$ cat src/hdl/wopu_pkg.sv
// ---------------------------------------------------------------------------
// wopu_pkg
// Types and constants of the wheel odometry pose update: sequencer states,
// register map, field widths, CORDIC gain and arctangent table.
// ---------------------------------------------------------------------------
package wopu_pkg;

   // sequencer states
   typedef enum logic [2:0] {
      ST_IDLE,
      ST_MULT,
      ST_GAIN,
      ST_SETUP,
      ST_ROTATE,
      ST_FINISH
   } state_type;

   // register map: index taken from csr_paddr[2]
   localparam logic REG_DIST_PER_TICK = 1'b0;
   localparam logic REG_TURN_GAIN     = 1'b1;
   localparam int   ADDR_W            = 3;
   localparam int   CSR_W             = 32;

   // field widths
   localparam int POS_W  = 48;
   localparam int HEAD_W = 32;
   localparam int CNT_W  = 5;
   localparam int ZW     = 34;

   // CORDIC limit gain 0.6072529 in Q32
   localparam logic [31:0] GAIN_Q32 = 32'd2608131496;

   // atan(2^-i) in 2^-32 turn units, rounded to nearest
   function automatic logic [31:0] atan_turn(input logic [CNT_W-1:0] idx);
      logic [31:0] r;
      unique case (idx)
         5'd0:    r = 32'd536870912;
         5'd1:    r = 32'd316933406;
         5'd2:    r = 32'd167458907;
         5'd3:    r = 32'd85004756;
         5'd4:    r = 32'd42667331;
         5'd5:    r = 32'd21354465;
         5'd6:    r = 32'd10679838;
         5'd7:    r = 32'd5340245;
         5'd8:    r = 32'd2670163;
         5'd9:    r = 32'd1335087;
         5'd10:   r = 32'd667544;
         5'd11:   r = 32'd333772;
         5'd12:   r = 32'd166886;
         5'd13:   r = 32'd83443;
         5'd14:   r = 32'd41722;
         5'd15:   r = 32'd20861;
         5'd16:   r = 32'd10430;
         5'd17:   r = 32'd5215;
         5'd18:   r = 32'd2608;
         5'd19:   r = 32'd1304;
         5'd20:   r = 32'd652;
         5'd21:   r = 32'd326;
         5'd22:   r = 32'd163;
         5'd23:   r = 32'd81;
         5'd24:   r = 32'd41;
         5'd25:   r = 32'd20;
         5'd26:   r = 32'd10;
         5'd27:   r = 32'd5;
         5'd28:   r = 32'd3;
         5'd29:   r = 32'd1;
         5'd30:   r = 32'd1;
         default: r = 32'd0;
      endcase
      return r;
   endfunction

endpackage

$ cat src/hdl/wheel_odometry_pose_update.sv
// ---------------------------------------------------------------------------
// wheel_odometry_pose_update
// Dead-reckoning pose update for a four-wheel differential drive: tick
// deltas in, saturating x/y position and wrapping heading out.
// ---------------------------------------------------------------------------
// A transaction of four tick deltas passes through bit-serial shift-and-add
// multiplication for the travelled distance and the heading change (one bit
// of the register value per cycle), bit-serial scaling by the CORDIC gain,
// a set-up step, one CORDIC rotation step per cycle, and a commit of the
// pose. A new transaction is accepted while the previous result still waits
// on the output; the pose is only committed once that result has been
// taken. Registers dist_per_tick and turn_gain reset to zero, which leaves
// the pose at the origin.
module wheel_odometry_pose_update #(
   parameter int CORDIC_STEPS = 24,
   parameter int TICK_BITS    = 16
) (
   input  logic                           clock,
   input  logic                           reset,
   // input stream
   input  logic                           req_tvalid,
   output logic                           req_tready,
   // ticks_front_right, ticks_rear_right, ticks_front_left, ticks_rear_left
   input  logic [4*TICK_BITS-1:0]         req_tdata,
   // result stream
   output logic                           rsp_tvalid,
   input  logic                           rsp_tready,
   // pos_x [47:0], pos_y [95:48], heading [127:96]
   output logic [127:0]                   rsp_tdata,
   // configuration port
   input  logic                           csr_psel,
   input  logic                           csr_penable,
   input  logic                           csr_pwrite,
   input  logic [wopu_pkg::ADDR_W-1:0]    csr_paddr,
   input  logic [wopu_pkg::CSR_W-1:0]     csr_pwdata,
   output logic [wopu_pkg::CSR_W-1:0]     csr_prdata,
   output logic                           csr_pready
);
   import wopu_pkg::*;

   localparam int SUM_W  = TICK_BITS + 2;
   localparam int MP_W   = SUM_W + 32;
   localparam int DIST_W = MP_W - 10;
   localparam int PW     = (TICK_BITS + 34 > 49) ? TICK_BITS + 34 : 49;
   localparam int CW     = DIST_W + 2;
   localparam int SW     = ((CW > POS_W) ? CW : POS_W) + 1;

   // configuration registers
   logic [31:0] dist_per_tick_ff;
   logic [31:0] turn_gain_ff;

   // control
   state_type          state_ff, state_in;
   logic [CNT_W-1:0]   cnt_ff, cnt_in;
   logic               rsp_valid_ff, rsp_valid_in;

   // pose
   logic signed [POS_W-1:0] x_pos_ff, x_pos_in;
   logic signed [POS_W-1:0] y_pos_ff, y_pos_in;
   logic [HEAD_W-1:0]       heading_ff, heading_in;

   // datapath
   logic [SUM_W-1:0]        mag_ff, mag_in;
   logic                    sum_neg_ff, sum_neg_in;
   logic signed [SUM_W-1:0] diff_ff, diff_in;
   logic [31:0]             dpt_sr_ff, dpt_sr_in;
   logic [31:0]             tg_sr_ff, tg_sr_in;
   logic [MP_W-1:0]         mprod_ff, mprod_in;
   logic signed [PW-1:0]    pprod_ff, pprod_in;
   logic [DIST_W-1:0]       gacc_ff, gacc_in;
   logic signed [CW-1:0]    cx_ff, cx_in;
   logic signed [CW-1:0]    cy_ff, cy_in;
   logic signed [ZW-1:0]    z_ff, z_in;

   // input fields
   logic signed [TICK_BITS-1:0] ticks_fr, ticks_rr, ticks_fl, ticks_rl;
   logic signed [SUM_W-1:0]     tick_sum, tick_diff;
   logic                        req_fire, fin_fire, csr_write;

   assign ticks_fr = req_tdata[TICK_BITS-1:0];
   assign ticks_rr = req_tdata[2*TICK_BITS-1:TICK_BITS];
   assign ticks_fl = req_tdata[3*TICK_BITS-1:2*TICK_BITS];
   assign ticks_rl = req_tdata[4*TICK_BITS-1:3*TICK_BITS];

   assign tick_sum  = SUM_W'(ticks_fr) + SUM_W'(ticks_rr) + SUM_W'(ticks_fl) + SUM_W'(ticks_rl);
   assign tick_diff = (SUM_W'(ticks_fr) + SUM_W'(ticks_rr))
                    - (SUM_W'(ticks_fl) + SUM_W'(ticks_rl));

   // handshakes
   assign req_tready = (state_ff == ST_IDLE);
   assign req_fire   = req_tvalid && req_tready;
   assign fin_fire   = (state_ff == ST_FINISH) && (!rsp_valid_ff || rsp_tready);
   assign csr_write  = csr_psel && csr_penable && csr_pwrite && csr_pready;

   // configuration port
   assign csr_pready = 1'b1;
   assign csr_prdata = (csr_paddr[2] == REG_TURN_GAIN) ? turn_gain_ff : dist_per_tick_ff;

   // result port shows the committed pose
   assign rsp_tvalid = rsp_valid_ff;
   assign rsp_tdata  = {heading_ff, y_pos_ff, x_pos_ff};

   // next state and datapath
   always_comb begin
      logic [DIST_W:0]         gsum;
      logic [HEAD_W-1:0]       target;
      logic [HEAD_W-1:0]       target_adj;
      logic                    flip;
      logic signed [CW-1:0]    e_val;
      logic signed [CW-1:0]    sx, sy;
      logic signed [SW-1:0]    xs, ys;

      state_in     = state_ff;
      cnt_in       = cnt_ff;
      rsp_valid_in = rsp_valid_ff && !rsp_tready;
      x_pos_in     = x_pos_ff;
      y_pos_in     = y_pos_ff;
      heading_in   = heading_ff;
      mag_in       = mag_ff;
      sum_neg_in   = sum_neg_ff;
      diff_in      = diff_ff;
      dpt_sr_in    = dpt_sr_ff;
      tg_sr_in     = tg_sr_ff;
      mprod_in     = mprod_ff;
      pprod_in     = pprod_ff;
      gacc_in      = gacc_ff;
      cx_in        = cx_ff;
      cy_in        = cy_ff;
      z_in         = z_ff;

      gsum       = {1'b0, gacc_ff} + (GAIN_Q32[cnt_ff] ? {1'b0, mprod_ff[MP_W-1:10]}
                                                      : {(DIST_W+1){1'b0}});
      target     = heading_ff + pprod_ff[48:17];
      flip       = target[31] ^ target[30];
      target_adj = {target[31] ^ flip, target[30:0]};
      e_val      = CW'(gacc_ff);
      sx         = cx_ff >>> cnt_ff;
      sy         = cy_ff >>> cnt_ff;
      xs         = SW'(x_pos_ff) + SW'(cx_ff);
      ys         = SW'(y_pos_ff) + SW'(cy_ff);

      unique case (state_ff)
         ST_IDLE: begin
            // capture tick sums and load the multiplier shift registers
            if (req_fire) begin
               sum_neg_in = tick_sum[SUM_W-1];
               mag_in     = tick_sum[SUM_W-1] ? SUM_W'(-tick_sum) : SUM_W'(tick_sum);
               diff_in    = tick_diff;
               dpt_sr_in  = dist_per_tick_ff;
               tg_sr_in   = turn_gain_ff;
               mprod_in   = '0;
               pprod_in   = '0;
               cnt_in     = '0;
               state_in   = ST_MULT;
            end
         end
         ST_MULT: begin
            // shift and add, one register bit per cycle, most significant first
            mprod_in  = (mprod_ff << 1) + (dpt_sr_ff[31] ? MP_W'(mag_ff) : MP_W'(0));
            pprod_in  = (pprod_ff <<< 1) + (tg_sr_ff[31] ? PW'(diff_ff) : PW'(0));
            dpt_sr_in = dpt_sr_ff << 1;
            tg_sr_in  = tg_sr_ff << 1;
            cnt_in    = cnt_ff + 1'b1;
            gacc_in   = '0;
            if (cnt_ff == CNT_W'(31)) begin
               state_in = ST_GAIN;
            end
         end
         ST_GAIN: begin
            // scale by the CORDIC gain, least significant bit first, drop one bit a cycle
            gacc_in = gsum[DIST_W:1];
            cnt_in  = cnt_ff + 1'b1;
            if (cnt_ff == CNT_W'(31)) begin
               state_in = ST_SETUP;
            end
         end
         ST_SETUP: begin
            // fold the rotation angle into the right half plane
            cx_in    = (sum_neg_ff ^ flip) ? -e_val : e_val;
            cy_in    = '0;
            z_in     = ZW'($signed(target_adj));
            cnt_in   = '0;
            state_in = ST_ROTATE;
         end
         ST_ROTATE: begin
            // one CORDIC micro-rotation per cycle
            if (!z_ff[ZW-1]) begin
               cx_in = cx_ff - sy;
               cy_in = cy_ff + sx;
               z_in  = z_ff - ZW'(atan_turn(cnt_ff));
            end else begin
               cx_in = cx_ff + sy;
               cy_in = cy_ff - sx;
               z_in  = z_ff + ZW'(atan_turn(cnt_ff));
            end
            cnt_in = cnt_ff + 1'b1;
            if (cnt_ff == CNT_W'(CORDIC_STEPS - 1)) begin
               state_in = ST_FINISH;
            end
         end
         ST_FINISH: begin
            // commit the pose once the output slot is free
            if (fin_fire) begin
               if (xs[SW-1:POS_W-1] == {(SW-POS_W+1){xs[SW-1]}}) begin
                  x_pos_in = xs[POS_W-1:0];
               end else begin
                  x_pos_in = {xs[SW-1], {(POS_W-1){~xs[SW-1]}}};
               end
               if (ys[SW-1:POS_W-1] == {(SW-POS_W+1){ys[SW-1]}}) begin
                  y_pos_in = ys[POS_W-1:0];
               end else begin
                  y_pos_in = {ys[SW-1], {(POS_W-1){~ys[SW-1]}}};
               end
               heading_in   = heading_ff + pprod_ff[47:16];
               rsp_valid_in = 1'b1;
               state_in     = ST_IDLE;
            end
         end
         default: begin
            state_in = ST_IDLE;
         end
      endcase
   end

   // control, configuration and pose registers
   always_ff @(posedge clock) begin
      if (reset) begin
         state_ff         <= ST_IDLE;
         cnt_ff           <= '0;
         rsp_valid_ff     <= 1'b0;
         dist_per_tick_ff <= '0;
         turn_gain_ff     <= '0;
         x_pos_ff         <= '0;
         y_pos_ff         <= '0;
         heading_ff       <= '0;
      end else begin
         state_ff     <= state_in;
         cnt_ff       <= cnt_in;
         rsp_valid_ff <= rsp_valid_in;
         x_pos_ff     <= x_pos_in;
         y_pos_ff     <= y_pos_in;
         heading_ff   <= heading_in;
         if (csr_write && csr_paddr[2] == REG_DIST_PER_TICK) begin
            dist_per_tick_ff <= csr_pwdata;
         end
         if (csr_write && csr_paddr[2] == REG_TURN_GAIN) begin
            turn_gain_ff <= csr_pwdata;
         end
      end
   end

   // datapath registers
   always_ff @(posedge clock) begin
      mag_ff     <= mag_in;
      sum_neg_ff <= sum_neg_in;
      diff_ff    <= diff_in;
      dpt_sr_ff  <= dpt_sr_in;
      tg_sr_ff   <= tg_sr_in;
      mprod_ff   <= mprod_in;
      pprod_ff   <= pprod_in;
      gacc_ff    <= gacc_in;
      cx_ff      <= cx_in;
      cy_ff      <= cy_in;
      z_ff       <= z_in;
   end

`ifndef NO_ASSERTIONS
   // an accepted transaction starts the multiply phase
   a_accept_starts: assert property (@(posedge clock) disable iff (reset)
      req_fire |=> state_ff == ST_MULT)
      else $error("accepted transaction did not start the multiply phase");

   // a result appears only straight after the commit cycle
   a_result_from_finish: assert property (@(posedge clock) disable iff (reset)
      $rose(rsp_valid_ff) |-> $past(state_ff) == ST_FINISH)
      else $error("result raised outside the commit cycle");

   // a commit returns to idle with a result pending
   a_commit_result: assert property (@(posedge clock) disable iff (reset)
      fin_fire |=> state_ff == ST_IDLE && rsp_valid_ff)
      else $error("commit did not present a result");

   // the rotation step count never passes the configured length
   a_rotate_bound: assert property (@(posedge clock) disable iff (reset)
      state_ff == ST_ROTATE |-> 32'(cnt_ff) < CORDIC_STEPS)
      else $error("CORDIC step count out of range");
`endif

endmodule
$ cat config.mk
export PLATFORM = sky130hd
export DESIGN_NAME = wheel_odometry_pose_update
export DESIGN_NICKNAME = d
export VERILOG_FILES = /design/src/hdl/wopu_pkg.sv /design/src/hdl/wheel_odometry_pose_update.sv
export SDC_FILE = /design/constraint.sdc
export NUM_CORES = 2
export LEC_CHECK = 0
export BUFFER_PORTS_ARGS = -buffer_cell sky130_fd_sc_hd__buf_2
export CORE_UTILIZATION = 65
export CTS_CLUSTER_DIAMETER = 30
export CTS_CLUSTER_SIZE = 40
export DETAILED_ROUTE_END_ITERATION = 10
export GPL_ROUTABILITY_DRIVEN = 0
export PLACE_DENSITY = 0.8
export REMOVE_ABC_BUFFERS = 1
export SYNTH_ARGS = -nofsm -noshare
export SYNTH_HDL_FRONTEND = slang
export SYNTH_SLANG_ARGS = --single-unit
$ cat constraint.sdc
create_clock -name clock -period 26.6 [get_ports clock]
set_input_delay 5.32 -clock clock [delete_from_list [all_inputs] [get_ports clock]]
set_output_delay 5.32 -clock clock [all_outputs]
set_load 0.02 [all_outputs]
=== Word level (Yosys, flattened, before mapping) ===
Memory sizes are Yosys's and may differ from the RTL's. A register that Yosys moved wholly into a read port is not among the register bits.
Index checks and enable logic that the tools add are counted.

* Add/sub/neg operators: 21
* $lt $le $gt $ge: 1
* Equal/unequal tests: 14
* Shifts and indexed selects: 2
* Mux-type cells: 43
* Bitwise logic cells: 6
* Reduce and logical (&&, ||, !) cells: 21

{| class="wikitable"
|+ Operators by type and width
! operator !! number
|-
| 2-to-1 mux 32 bit || 7
|-
| case mux 42 bit (2 select lines) || 2
|-
| case mux 32 bit (2 select lines) || 2
|-
| 2-to-1 mux 42 bit || 3
|-
| case mux 50 bit (2 select lines) || 1
|-
| adder 48 x 42 -> 49 bit || 2
|-
| case mux 49 bit (2 select lines) || 1
|-
| 2-to-1 mux 48 bit || 2
|-
| adder 42 bit || 2
|-
| >>> shifter 42 x 5 -> 42 bit || 2
|-
| subtractor 42 bit || 2
|-
| case mux 40 bit (2 select lines) || 1
|-
| case mux 34 bit (2 select lines) || 1
|-
| adder 32 bit || 2
|-
| adder 50 x 18 -> 50 bit || 1
|-
| 2-to-1 mux 50 bit || 1
|-
| adder 49 bit || 1
|-
| 2-to-1 mux 49 bit || 1
|-
| negation 40 -> 42 bit || 1
|-
| adder 40 x 40 -> 41 bit || 1
|-
| 2-to-1 mux 40 bit || 1
|-
| 2-to-1 mux 5 bit || 7
|-
| adder 16 x 16 -> 17 bit || 2
|-
| adder 34 x 32 -> 34 bit || 1
|-
| 32 further kinds || 61
|}

* Bits in registers: 559
* Memory bits (read-only): 1952
* Input bits: 106
* Word-level logic and storage cells: 131
* Memories kept: 3

{| class="wikitable"
|+ Memories
! name !! words !! bits a word !! rd ports !! clocked after memory_dff !! write ports !! line !! RTL
|-
| (no name shown) || 32 || 30 || 1 || 1 || 0 || wopu_pkg.sv:36 || <nowiki>unique case (idx)</nowiki>
|-
| (no name shown) || 32 || 30 || 1 || 1 || 0 || wopu_pkg.sv:36 ||
|-
| (no name shown) || 32 || 1 || 1 || 1 || 0 || wheel_odometry_pose_update.sv:131 || <nowiki>gsum = {1'b0, gacc_ff} + (GAIN_Q32[cnt_ff] ? {1'b0, mprod_ff[MP_W-1:10]}</nowiki>
|}

=== Depth between registers and ports, before layout ===
* Word-level depth: 6
* Mapped depth: 29
* Mapped depth without buffers: 27

=== Least setup slack after synthesis ===
OpenSTA, ideal clock, no wires.

* Kind: in2out
* Start: input csr_paddr[2] (netlist bit)
* End: output csr_prdata[11] (netlist bit)
* Arrival: 6.332 ns
* Data required time: 21.280 ns
* Path slack: 14.948 ns
* Cell stages on the path: 3
* Cells stage by stage: clkbuf_1 > buf_1 > mux2_2

* Cells in the longest elaborated chain, start to end: 1

{| class="wikitable"
|+ Ends and longest elaborated chain
! item !! line !! RTL
|-
| from (decl) || wheel_odometry_pose_update.sv:34 || <nowiki>input logic [wopu_pkg::ADDR_W-1:0] csr_paddr,</nowiki>
|-
| 2-to-1 mux 32 bit || wheel_odometry_pose_update.sv:97 || <nowiki>assign csr_prdata = (csr_paddr[2] == REG_TURN_GAIN) ? turn_gain_ff : dist_per_tick_ff;</nowiki>
|-
| to (decl) || wheel_odometry_pose_update.sv:36 || <nowiki>output logic [wopu_pkg::CSR_W-1:0] csr_prdata,</nowiki>
|}

No other way between the ends.

=== Final worst setup path ===
* Start: input csr_paddr[2] (netlist bit)
* End: output csr_prdata[28] (netlist bit)

Same word-level chain as after synthesis.

==> reports/qor.csv <==
stage;metric;value;unit
clock_network;cts_resized;0;
worst_hold_path;whs_path_depth;2;
critical_path;arrival;6.63;ns
floorplanning;design.die.area;86100;um^2
global_route;grt_max_degree;98;
synthesis;syn_area_per_cell;8.58;um^2
synthesis;synthFlopType;edfxtp_1;
run;cap_violations;0;
clock_network;ctsHoldBuffers;0;
synthesis;yosys.area.top_type;edfxtp_1;
drt;drt_wl_total;155000;um
clock_network;cts-root-buf;clkbuf_16;
drt;drt_iter0_drc;5183;
critical_path;required;21.28;ns
sta;tightest_slew;1.40;ns
power;pwr-share-clk;25.8;%
floorplanning;io_pins;269;
worst_hold_path;holdPathEnd;dist_per_tick_ff[0];
final_layout;stdcell_count;7858;
clock_network;cts_tree;yes;
placement;portBuffers;265;
critical_path;path_buf_inv;2;
floorplanning;core.rowCount;106;
drt;drc;0;
drt;routed-via-count;50800;
global_route;gr-total-overflow;0;
critical_path;r2r-end;cx_ff[40];
critical_path;r2r_slack;17.99;ns
drt;drt-wirelength-per-cell;19.8;um
clock_network;clock_latency;0.79;ns
synthesis;synth_cell_types;114;
synthesis;synth-async-reset-ratio;0;%
clock_network;post-cts-setup-buffer-count;0;
sta;fin_crit;11.95;ns
sta;hold_viol_final;0;
worst_hold_path;hold_class;register to register;
clock_network;cts_num_sinks;589;
critical_path;reg2reg_depth;24;
power;p_seq_share;22.5;%
power;cellPowerDensity;116;nW/um^2
critical_path;crit_slowest_cell;buf_2;
floorplanning;initial_core_util;65.8;%
placement;detailed_place_hpwl;109000;um
global_route;gr-usage-all-layers;35.4;%
critical_path;criticalPathCategory;input pin to output port;
sta;fmax;0.0837;GHz
synthesis;ys_seq_elements;589;
sta;timing.hold.ws;0.469;ns
sta;drv_slew;0;
power;internal-power;4.15;mW
critical_path;crit_chain;buf_2 -> mux2_2 -> buf_2;
sta;slew_headroom;6.22;%
critical_path;startpoint_type;input pin;
placement;place_inst;7576;
sta;rsz0062_at_grt;no;
power;p_leak;27.3;nW
drt;routed_via_density;6.46;
global_route;antenna_found_initial;3;
floorplanning;core-area;83800;um^2
critical_path;crit_path_frequent_cell;buf_2;
critical_path;crit_fanout;35;
power;power.share.switching;42.8;%
drt;drt-pass1-iter-count;10;
global_route;grt_pass1_vias;49100;
floorplanning;die_h;293;um
global_route;grt_pass1_wl;249000;um
power;peakVddDrop;0.0000732;V
final_layout;finish.utilization;74.5;%
critical_path;endpoint_kind;output port;
sta;clock_skew;0.0652;ns
drt;ant_nets;0;
final_layout;final_nets;7198;
synthesis;netlist_top_cells_count;716 x nand2_1, 649 x a21oi_1, 586 x nor2_1, 449 x ha_1, 377 x o21ai_0;
critical_path;slowest_delay;0.67;ns
synthesis;synthCells;6436;
synthesis;yosys.area.top_type_share;19.4;%
clock_network;htree_levels;4;
synthesis;ys_warn_count;0;
sta;finalSetupViolCount;0;
sta;fin_setup_tns;0;ns
clock_network;path_clk_slew;0.05;ns
power;power_switching;3.11;mW
final_layout;area_growth;13.1;%
synthesis;synth_most_common_cell;nand2_1;
synthesis;synth.area.top_cells;edfxtp_1 19%, ha_1 10%, dfxtp_1 8.4%;
synthesis;synth_seq_area_share;27.8;%
synthesis;synth_edf_count;357;
floorplanning;die_x;293;um
outcome;status;finished clean;
sta;period_share;44.9;%
final_layout;drive_gt1_share;12.9;%
clock_network;cts_max_path_buffers;3;
worst_hold_path;worstHoldStart;dist_per_tick_ff[0];
critical_path;r2r_start;cnt_ff[1];
synthesis;netlist_area;55200;um^2
clock_network;cts_made_buffers;153;
critical_path;cpLargestDelayFamily;buffers and inverters;
power;pwr-share-comb;51.7;%
## tightest hold or removal path, stage by stage (launching register included)
cell and delay [ns]:
dfxtp_1 0.31, nand2_1 0.05, a21oi_1 0.06
## per-layer routing
| metal | GRT usage (%) | up-vias | share of wire [%] |
|---|---|---|---|
| met4 | 20.3 | 6 | 5.8 |
| met2 | 58.3 | 2511 | 46 |
| li1 | - | 23900 | - |
| met1 | 42.3 | 23700 | 39 |
| met5 | 0.113 | - | 0.023 |
| met3 | 8.40 | 618 | 9.5 |
## area by class of cell
type	count	area, um^2
well taps	1134	1420
repair buffers	310	1670
flip-flops and latches	589	15400
diodes	2	5.00
clock inverters	79	1060
clock buffers	201	4250
multi-input cells	5276	37700
fillers	6126	21400
inverters	267	1000
## state kept, by name, summed over array words and instances (netlist names), 17 cells and up, named ones only
| register | count |
|---|---|
| cy_ff | 42 |
| z_ff | 34 |
| tg_sr_ff | 32 |
| heading_ff | 32 |
| dpt_sr_ff | 32 |
| mag_ff | 18 |
| pprod_ff | 49 |
| gacc_ff | 40 |
| mprod_ff | 50 |
| cx_ff | 42 |
| x_pos_ff | 48 |
| turn_gain_ff | 32 |
| dist_per_tick_ff | 32 |
| y_pos_ff | 48 |
| diff_ff | 17 |
## metrics by stage
stage	cell area [um^2]	setup slack, ns	power, mW
after floorplan	53900	15.60	4.43
after global placement	57100	14.68	5.14
after detailed placement	57100	14.68	5.25
after CTS	62400	14.68	7.18
after global routing	62400	14.63	7.71
final	62400	14.65	7.26
## layout by cell type (no fill, tap or decap), drive strengths merged, types with 60 or more instances in the layout
master  instances
nand2         716
xnor2         290
nor3           96
nor2          587
nand2b         79
dfxtp         232
and3           67
a21o          246
xor2          258
nor2b          60
inv           281
o21ai         384
ha            449
o21bai         65
a31oi          82
buf           310
clkbuf        201
and2          116
o21a           70
nand3         103
mux4          122
a211oi        100
a21oi         649
mux2i          85
edfxtp        357
mux2           71
## power groups by stage
stage               clock, mW  sequential, mW  combinational, mW
detailed placement          0            1.63               3.62
CTS                      1.89            1.62               3.67
floorplan                   0            1.59               2.84
global placement            0            1.62               3.52
finish                   1.87            1.63               3.75
global route             1.94            1.66               4.12
## worst max-delay path by stage
| stage | cells after the start | startpoint | to | slack, ns |
|---|---|---|---|---|
| finish | 3 | csr_paddr[2] | csr_prdata[28] | 14.65 |
| global route | 3 | csr_paddr[2] | csr_prdata[25] | 14.63 |
| CTS | 3 | csr_paddr[2] | csr_prdata[28] | 14.68 |
| detailed placement | 3 | csr_paddr[2] | csr_prdata[28] | 14.68 |
| global placement | 3 | csr_paddr[2] | csr_prdata[28] | 14.68 |
| floorplan | 1 | csr_paddr[2] | csr_prdata[0] | 15.60 |
## cells by family (layout without fill, tap and decap cells)
| kind of cell | count (synthesis) | in the layout | synth area share (%) |
|---|---|---|---|
| AOI/OAI and AO/OA | 1933 | 1933 | 22.3 |
| xor gates and xnor gates | 549 | 549 | 8.75 |
| adders and majority gates | 497 | 497 | 11.9 |
| buffers and inverters | 571 | 857 | 4.23 |
| DFF | 589 | 589 | 27.8 |
| muxes | 278 | 278 | 8.02 |
| other | 1 | 3 | 0.00679 |
| and+or+nand+nor | 2018 | 2018 | 17.0 |
Note: power is estimated with default switching activity, not from simulation.
